`config.mk`:
```
export PLATFORM = sky130hd
export DESIGN_NAME = rhh_hash
export DESIGN_NICKNAME = d
export VERILOG_FILES = /design/src/hw/rtl/rhh_pkg.sv /design/src/hw/rtl/rhh_hash.sv
export SDC_FILE = /design/constraint.sdc
export NUM_CORES = 2
export LEC_CHECK = 0
export ABC_AREA = 1
export BUFFER_PORTS_ARGS = -buffer_cell sky130_fd_sc_hd__clkbuf_2
export CAP_MARGIN = 20
export CELL_PAD_IN_SITES_DETAIL_PLACEMENT = 1
export CELL_PAD_IN_SITES_GLOBAL_PLACEMENT = 2
export CORE_MARGIN = 4
export CORE_UTILIZATION = 41
export CTS_BUF_LIST = sky130_fd_sc_hd__clkbuf_8
export DETAILED_ROUTE_END_ITERATION = 7
export GPL_ROUTABILITY_DRIVEN = 0
export GPL_TIMING_DRIVEN = 1
export PLACE_DENSITY_LB_ADDON = 0.1
export SLEW_MARGIN = 10
export SYNTH_ARGS = -nofsm -noshare
export SYNTH_HDL_FRONTEND = slang
export SYNTH_SLANG_ARGS = --single-unit
```
`constraint.sdc`:
```
create_clock -name clk -period 9.1 [get_ports clk]
set_clock_uncertainty 0.1 [all_clocks]
set_input_delay 0.455 -clock clk [delete_from_list [all_inputs] [get_ports clk]]
set_output_delay 0.455 -clock clk [all_outputs]
set_load 0.005 [all_outputs]
```
`src/hw/rtl/rhh_pkg.sv`:
```
`timescale 1ns / 1ps
// ----------------------------------------------------------------------------
// rhh_pkg
// Shared types, constants and helpers of the Robin Hood hash table.
// ----------------------------------------------------------------------------
package rhh_pkg;

    localparam int CAPACITY  = 256;
    localparam int ADDR_W    = $clog2(CAPACITY);
    localparam int PSL_W     = 8;
    localparam int MAX_PROBE = 255;
    localparam int KEY_W     = 64;
    localparam int LEN_W     = 4;
    localparam int KEY_BYTES = 8;
    localparam int VALUE_W   = 32;
    localparam int HASH_W    = 32;
    localparam int COUNT_W   = 9;

    localparam logic [31:0] SEED_RESET = 32'h9747b28c;
    localparam logic [8:0]  FILL_RESET = 9'd192;
    localparam logic [31:0] C1 = 32'hcc9e2d51;
    localparam logic [31:0] C2 = 32'h1b873593;
    localparam logic [31:0] C3 = 32'he6546b64;
    localparam logic [31:0] F1 = 32'h85ebca6b;
    localparam logic [31:0] F2 = 32'hc2b2ae35;

    typedef enum logic [1:0] {
        OP_PUT    = 2'd0,
        OP_GET    = 2'd1,
        OP_REMOVE = 2'd2,
        OP_CLEAR  = 2'd3
    } op_t;

    typedef enum logic [2:0] {
        RES_UPDATED  = 3'd0,
        RES_INSERTED = 3'd1,
        RES_FOUND    = 3'd2,
        RES_REMOVED  = 3'd3,
        RES_NOTFOUND = 3'd4,
        RES_FULL     = 3'd5,
        RES_PLIMIT   = 3'd6,
        RES_CLEARED  = 3'd7
    } status_t;

    typedef enum logic {
        CFG_SEED = 1'b0,
        CFG_FILL = 1'b1
    } cfg_idx_t;

    typedef enum logic [2:0] {
        S_IDLE,
        S_HASH,
        S_FIND_RD,
        S_FIND_EV,
        S_INS_RD,
        S_INS_EV,
        S_RESP
    } state_t;

    typedef struct packed {
        logic               tomb;
        logic [PSL_W-1:0]   psl;
        logic [KEY_W-1:0]   key;
        logic [LEN_W-1:0]   klen;
        logic [HASH_W-1:0]  hash;
        logic [VALUE_W-1:0] value;
    } entry_t;

    localparam int ENTRY_W = $bits(entry_t);

    function automatic logic [31:0] mul32(input logic [31:0] a, input logic [31:0] b);
        logic [63:0] p;
        p = a * b;
        return p[31:0];
    endfunction

    function automatic logic [31:0] rotl(input logic [31:0] x, input int r);
        return (x << r) | (x >> (32 - r));
    endfunction

endpackage

```
`src/hw/rtl/rhh_hash.sv`:
```
`timescale 1ns / 1ps
// ----------------------------------------------------------------------------
// rhh_hash
// Sequential 32-bit MurmurHash3 of a key of up to 8 bytes.
// ----------------------------------------------------------------------------
module rhh_hash (
    input  logic                      clk,
    input  logic                      rst_n,
    input  logic                      start,
    input  logic [rhh_pkg::KEY_W-1:0] key,
    input  logic [rhh_pkg::LEN_W-1:0] key_len,
    input  logic [31:0]               seed,
    output logic                      done,
    output logic [31:0]               hash
);

    logic [3:0]  step_reg, step_next;
    logic        busy_reg, busy_next;
    logic        done_reg, done_next;
    logic [31:0] h_reg, h_next;
    logic [31:0] k_reg, k_next;
    logic [31:0] blk;
    logic [31:0] t;
    logic [1:0]  bidx;

    always_comb
    begin
        step_next = step_reg;
        busy_next = busy_reg;
        done_next = 1'b0;
        h_next    = h_reg;
        k_next    = k_reg;
        bidx      = (step_reg < 4'd3) ? 2'd0 : 2'd1;
        blk       = (step_reg < 4'd3) ? key[31:0] : key[63:32];
        t         = 32'd0;
        if (!busy_reg)
        begin
            if (start)
            begin
                busy_next = 1'b1;
                step_next = 4'd0;
                h_next    = seed;
            end
        end
        else
        begin
            step_next = step_reg + 4'd1;
            case (step_reg)
                4'd0, 4'd3: k_next = rhh_pkg::mul32(blk, rhh_pkg::C1);
                4'd1, 4'd4: k_next = rhh_pkg::mul32(rhh_pkg::rotl(k_reg, 15), rhh_pkg::C2);
                4'd2, 4'd5:
                begin
                    // A full block mixes into h; a partial tail only folds in.
                    if (bidx < key_len[3:2])
                    begin
                        t      = rhh_pkg::rotl(h_reg ^ k_reg, 13);
                        h_next = (t << 2) + t + rhh_pkg::C3;
                    end
                    else if (bidx == key_len[3:2] && key_len[1:0] != 2'd0)
                    begin
                        h_next = h_reg ^ k_reg;
                    end
                end
                4'd6:
                begin
                    t      = h_reg ^ {28'd0, key_len};
                    t      = t ^ (t >> 16);
                    h_next = rhh_pkg::mul32(t, rhh_pkg::F1);
                end
                4'd7:
                begin
                    t      = h_reg ^ (h_reg >> 13);
                    h_next = rhh_pkg::mul32(t, rhh_pkg::F2);
                end
                default:
                begin
                    h_next    = h_reg ^ (h_reg >> 16);
                    busy_next = 1'b0;
                    done_next = 1'b1;
                end
            endcase
        end
    end

    always_ff @(posedge clk or negedge rst_n)
    begin
        if (!rst_n)
        begin
            step_reg <= 4'd0;
            busy_reg <= 1'b0;
            done_reg <= 1'b0;
        end
        else
        begin
            step_reg <= step_next;
            busy_reg <= busy_next;
            done_reg <= done_next;
        end
    end

    always_ff @(posedge clk)
    begin
        h_reg <= h_next;
        k_reg <= k_next;
    end

    assign done = done_reg;
    assign hash = h_reg;

endmodule

```
---- Yosys cells after proc, flatten, opt, wreduce, memory -nomap -nowiden ----
Index checks and enable logic that the tools add are counted.
operators by class
  muxes and demuxes ....................... 15
  $lt $le $gt $ge ......................... 2
  eq/ne operators ......................... 10
  bitwise operators ....................... 7
  $add $sub $neg .......................... 3
  $mul .................................... 4
  reductions and logical operators ........ 12
operator list
  cell                    count
  $mux 32                 5
  $pmux 32 s4             1
  $mul 32x31->32 const B  2
  $pmux 32 s2             1
  $xor 32x16->32          2
  $add 32x32->32          1
  $add 32x32->32 const B  1
  $mul 32x29->32 const B  1
  $mul 32x32->32 const B  1
  $or 32x13->32           1
  $or 32x15->32           1
  $xor 32x19->32          1
  $xor 32x32->32          1
  $xor 32x4->32           1
  $eq 4x3->1 const B      4
  $eq 4x2->1 const B      2
  $mux 4                  2
  $reduce_or 8->1         1
  $mux 1                  6
  $reduce_bool 2->1       3
  $reduce_or 2->1         3
  $add 4x1->4 const B     1
  $eq 4x1->1 const B      1
  $logic_not 4->1         1
  other kinds (9)         9
storage, ports and cells
  output and inout port bits .............. 33
  input port bits ......................... 103
  register bits ........................... 70

---- Logic depth before layout (Yosys ltp) ----
  depth after elaboration ................. 8
  depth in mapped cells ................... 37
  mapped depth without buffers ............ 35

---- Worst setup path after synthesis ----
OpenSTA, ideal clock, no wires.
  kind .................................... reg2reg
  from .................................... register h_reg[25] (netlist: hash[25])
  to ...................................... register h_reg[28] (netlist: hash[28]), data pin
  stages on the path, launching flop included .. 30
  arrival ................................. 6807 ps
  required time ........................... 8747 ps
  slack ................................... 1941 ps
  path through ............................ edfxtp_1 -> buf_2 -> xnor2_1 -> inv_1 -> nor2_1 -> nor2_1 -> ha_1 -> or2_2 -> fa_1 -> fa_1 -> inv_1 -> fa_1 -> inv_1 -> fa_1 -> fa_1 -> fa_1 -> inv_1 -> fa_1 -> inv_1 -> ha_1 -> a21o_1 -> nor2_1 -> a21boi_0 -> nand3_1 -> a21oi_1 -> nand2_1 -> nand3_1 -> nand3_1 -> nor2_1 -> nor2_1
between the ends
  word-level cells in the longest chain between the ends .. 7
RTL lines
  item                          line             text
  from (decl)                   rhh_hash.sv:20   logic [31:0] h_reg, h_next;
  from (signal assigned)        rhh_hash.sv:103  h_reg <= h_next;
  $xor 32x32->32                rhh_hash.sv:56   t = rhh_pkg::rotl(h_reg ^ k_reg, 13);
  $or 32x13->32                 rhh_pkg.sv:78    return (x << r) | (x >> (32 - r));
  $add 32x32->32 (2 in series)  rhh_hash.sv:57   h_next = (t << 2) + t + rhh_pkg::C3;
  $mux 32                       rhh_hash.sv:54   if (bidx < key_len[3:2])
  $pmux 32 s4 *                 rhh_hash.sv:48   case (step_reg)
  $mux 32 *                     rhh_hash.sv:36   if (!busy_reg)
  net h_next[28]                rhh_hash.sv:20
The timed path passes the listed nets; every way through them passes the cells marked *.
A chain may end at the register's enable or synchronous reset.

---- Worst setup path after layout ----
  from .................................... register step_reg[0]
  to ...................................... register k_reg[29], data pin
between the ends
  word-level cells in the longest chain between the ends .. 4
RTL lines
  item                    line             text
  from (decl)             rhh_hash.sv:17   logic [3:0] step_reg, step_next;
  from (signal assigned)  rhh_hash.sv:95   step_reg <= step_next;
  $lt 4x2->1              rhh_hash.sv:34   blk = (step_reg < 4'd3) ? key[31:0] : key[63:32];
  $mux 32                 rhh_hash.sv:34
  $mul 32x31->32          rhh_pkg.sv:73    p = a * b;
  $pmux 32 s2 *           rhh_hash.sv:48
  to (signal assigned)    rhh_hash.sv:104  k_reg <= k_next;
  to (decl)               rhh_hash.sv:21   logic [31:0] k_reg, k_next;
Every way passes the cells marked *; elsewhere a longest branch is shown, timed or not.

==> results.yml <==
grt:
  grt_max_degree: 45
  grt_pass1_vias: 36300
  antenna_found_initial: 4
  grt_use_total_pct: 28.9
  grt_pass1_wl_um: 228000
  grt_overflow: 0
synth:
  synth_top_flop_cell: "edfxtp_1"
  syn-cell-area_um2: 41300
  synth_seq_area_share_pct: 5.02
  syn_inst: 4872
  ys_warn_count: 0
  yosysTopAreaCellShare_pct: 35.1
  ys_ff_latch: 70
  yosys-top-cells-count: "inv_1 (1444), ha_1 (798), fa_1 (723)"
  syn_avg_cell_area_um2: 8.47
  syn-num-nets: 6496
  ys_async_sr_fraction_pct: 8.57
  ys_top_cells_by_area: "fa_1 (35%), ha_1 (24%), inv_1 (13%)"
  synth_most_common_cell: "inv_1"
  synthDistinctLibCells: 56
  synth_edf_count: 64
  synth_top_cell_by_area: "fa_1"
setup_path:
  ff2ff_setup_slack_ns: 0.57
  worstReg2RegEnd: "k_reg[29]"
  critPathMaxFanout: 29
  slowest_stage: "fa_1"
  r2r_start: "step_reg[0]"
  path_delay_family: "adder cells"
  path_class: "flip-flop to flip-flop"
  worstSetupStartpointType: "flip-flop"
  worst_ep_arrival_time_ns: 8.58
  end_kind: "flip-flop"
  worstPathRequired_ns: 9.14
  critPathBufInv: 7
  r2r_cells: 27
  cp_slowest_stage_delay_ns: 0.55
sta:
  drv_slew: 0
  hold_violations: 0
  layout_setup_ws_ns: 0.568
  worst_pin_slew_ns: 1.02
  fin_crit_sh_pct: 93.8
  whs_ns: 0.222
  fmax_mhz: 117
  slew_headroom_pct: 31.8
  rsz0062_at_grt: "false"
  fin_crit_ns: 8.53
  setup_viol: 0
  tns_ns: 0
worst_hold_path:
  holdPathEnd: "hash[15]"
  hold_path.class: "input pin to flip-flop"
  holdPathStages: 3
  hp-start: "seed[15]"
clock_network:
  cts_buffers: 9
  cts.sinks: 70
  clk_pin_slew_ns: 0.10
  cts_resized: 0
  clk_latency_ns: 0.43
  htree_levels: 3
  cts_tree: "yes"
  clock-root-buffer: "clkbuf_8"
  post-cts-setup-buffers: 0
  clock_path_buffers: 2
  cts_hold_buf: 1
finish:
  nNetsFinal: 6656
  stdcell_area_um2: 44000
  layout-drive-gt1-share_pct: 5.56
  area_delta_synth_final_pct: 6.70
routing:
  drt-met1-wl_um: 65800
  drc_errors: 0
  via_count: 32800
  drtIter0Drc: 1897
  wirelength_um: 151000
  first_pass_iters: 5
  via_per_inst: 5.17
  met2WireLength_um: 74600
  routed.top_layer: "met4"
  met3_length_um: 6570
  wl_per_cell_um: 23.8
  drtAntennaViolNets: 0
status:
  status: "complete, no violations"
die:
  rows: 116
  die_y_um: 325
  die_w_um: 325
  pin_count: 136
  die_area_um2: 106000
  core-area_um2: 100000
  initial_utilization_pct: 41.3
placement:
  dpl_cell_area_um2: 43800
  hpwl_um: 137000
  port_buffers: 135
  dp_slack_ns: 0.496
flow_run:
  max-cap-violations: 0
[area by class of cell]
class / count / area [um^2]
Tap cell: 1298 / 1620
Antenna cell: 1 / 2.50
Multi-Input combinational cell: 3308 / 33600
Clock inverter: 7 / 66.3
Timing Repair Buffer: 193 / 1120
Sequential cell: 70 / 2070
Inverter: 1450 / 5440
Fill cell: 12000 / 56000
Clock buffer: 9 / 124
[logic make-up after synthesis]
| logic type | synth area share, % |
|---|---|
| AND/OR/NAND/NOR | 11.0 |
| adder cells (fa/ha/maj) | 59.2 |
| flip-flops | 5.02 |
| AO/OA/AOI/OAI | 7.04 |
| XOR/XNOR | 4.03 |
| buffers and inverters | 13.7 |
[metrics by stage]
stage               instances  util (%)
finish                   6336      44.0
detailed placement       6318      43.8
CTS                      6335      44.0
floorplan                4872         -
global placement         6317      43.8
global route             6335      44.0
[worst max path at each step]
stage	cells after the start	slack, ns	endpoint	startpoint
after floorplan	29	1.94	hash[28]	hash[25]
after global placement	26	0.53	k_reg[29]	step_reg[0]
after detailed placement	24	0.50	k_reg[29]	step_reg[0]
after CTS	26	0.49	k_reg[29]	step_reg[0]
after global routing	26	0.08	k_reg[29]	step_reg[0]
final	27	0.57	k_reg[29]	step_reg[0]
[per-layer routing]
metal	track usage [%]	vias up
met5	0	-
met4	6.43	0
met3	2.77	140
met2	50.9	720
met1	38.6	16700
li1	-	15200
[worst register-to-register path, stage by stage, from the launching register on]
cell,delay (ns)
dfrtp_1,0.44
ha_1,0.20
inv_1,0.09
nand2_4,0.26
inv_2,0.33
or2_2,0.40
o21ai_0,0.36
inv_1,0.40
ha_1,0.48
inv_1,0.08
fa_1,0.47
fa_1,0.53
inv_1,0.06
fa_1,0.51
inv_1,0.06
fa_1,0.51
inv_1,0.06
fa_1,0.55
fa_1,0.43
ha_1,0.29
ha_1,0.38
nand2_1,0.15
nor4_1,0.38
nand3_1,0.17
nand3_1,0.19
a21oi_1,0.08
o21ai_0,0.17
o21ai_0,0.14
[placed cells by master, fill, tap and decap left out, types with 8 or more instances in the layout]
master and n:
clkbuf_2 135, a21oi_1 212, nor4_1 9, nand3_1 136, fa_1 723, nand4_1 15, edfxtp_1 64, nor2_1 172
xor2_1 103, a31oi_1 9, clkbuf_8 9, o21ai_0 178, nand3b_1 14, or2_2 44, o21bai_1 20, xnor2_1 83
nor3_1 21, a21o_1 15, a31o_2 8, ha_1 798, buf_4 56, o211ai_1 22, inv_1 1445, nand2_1 657
Power is left out: the tool's default activity adds up to more than one toggle a clock period on the data nets, which glitch-free logic cannot reach.
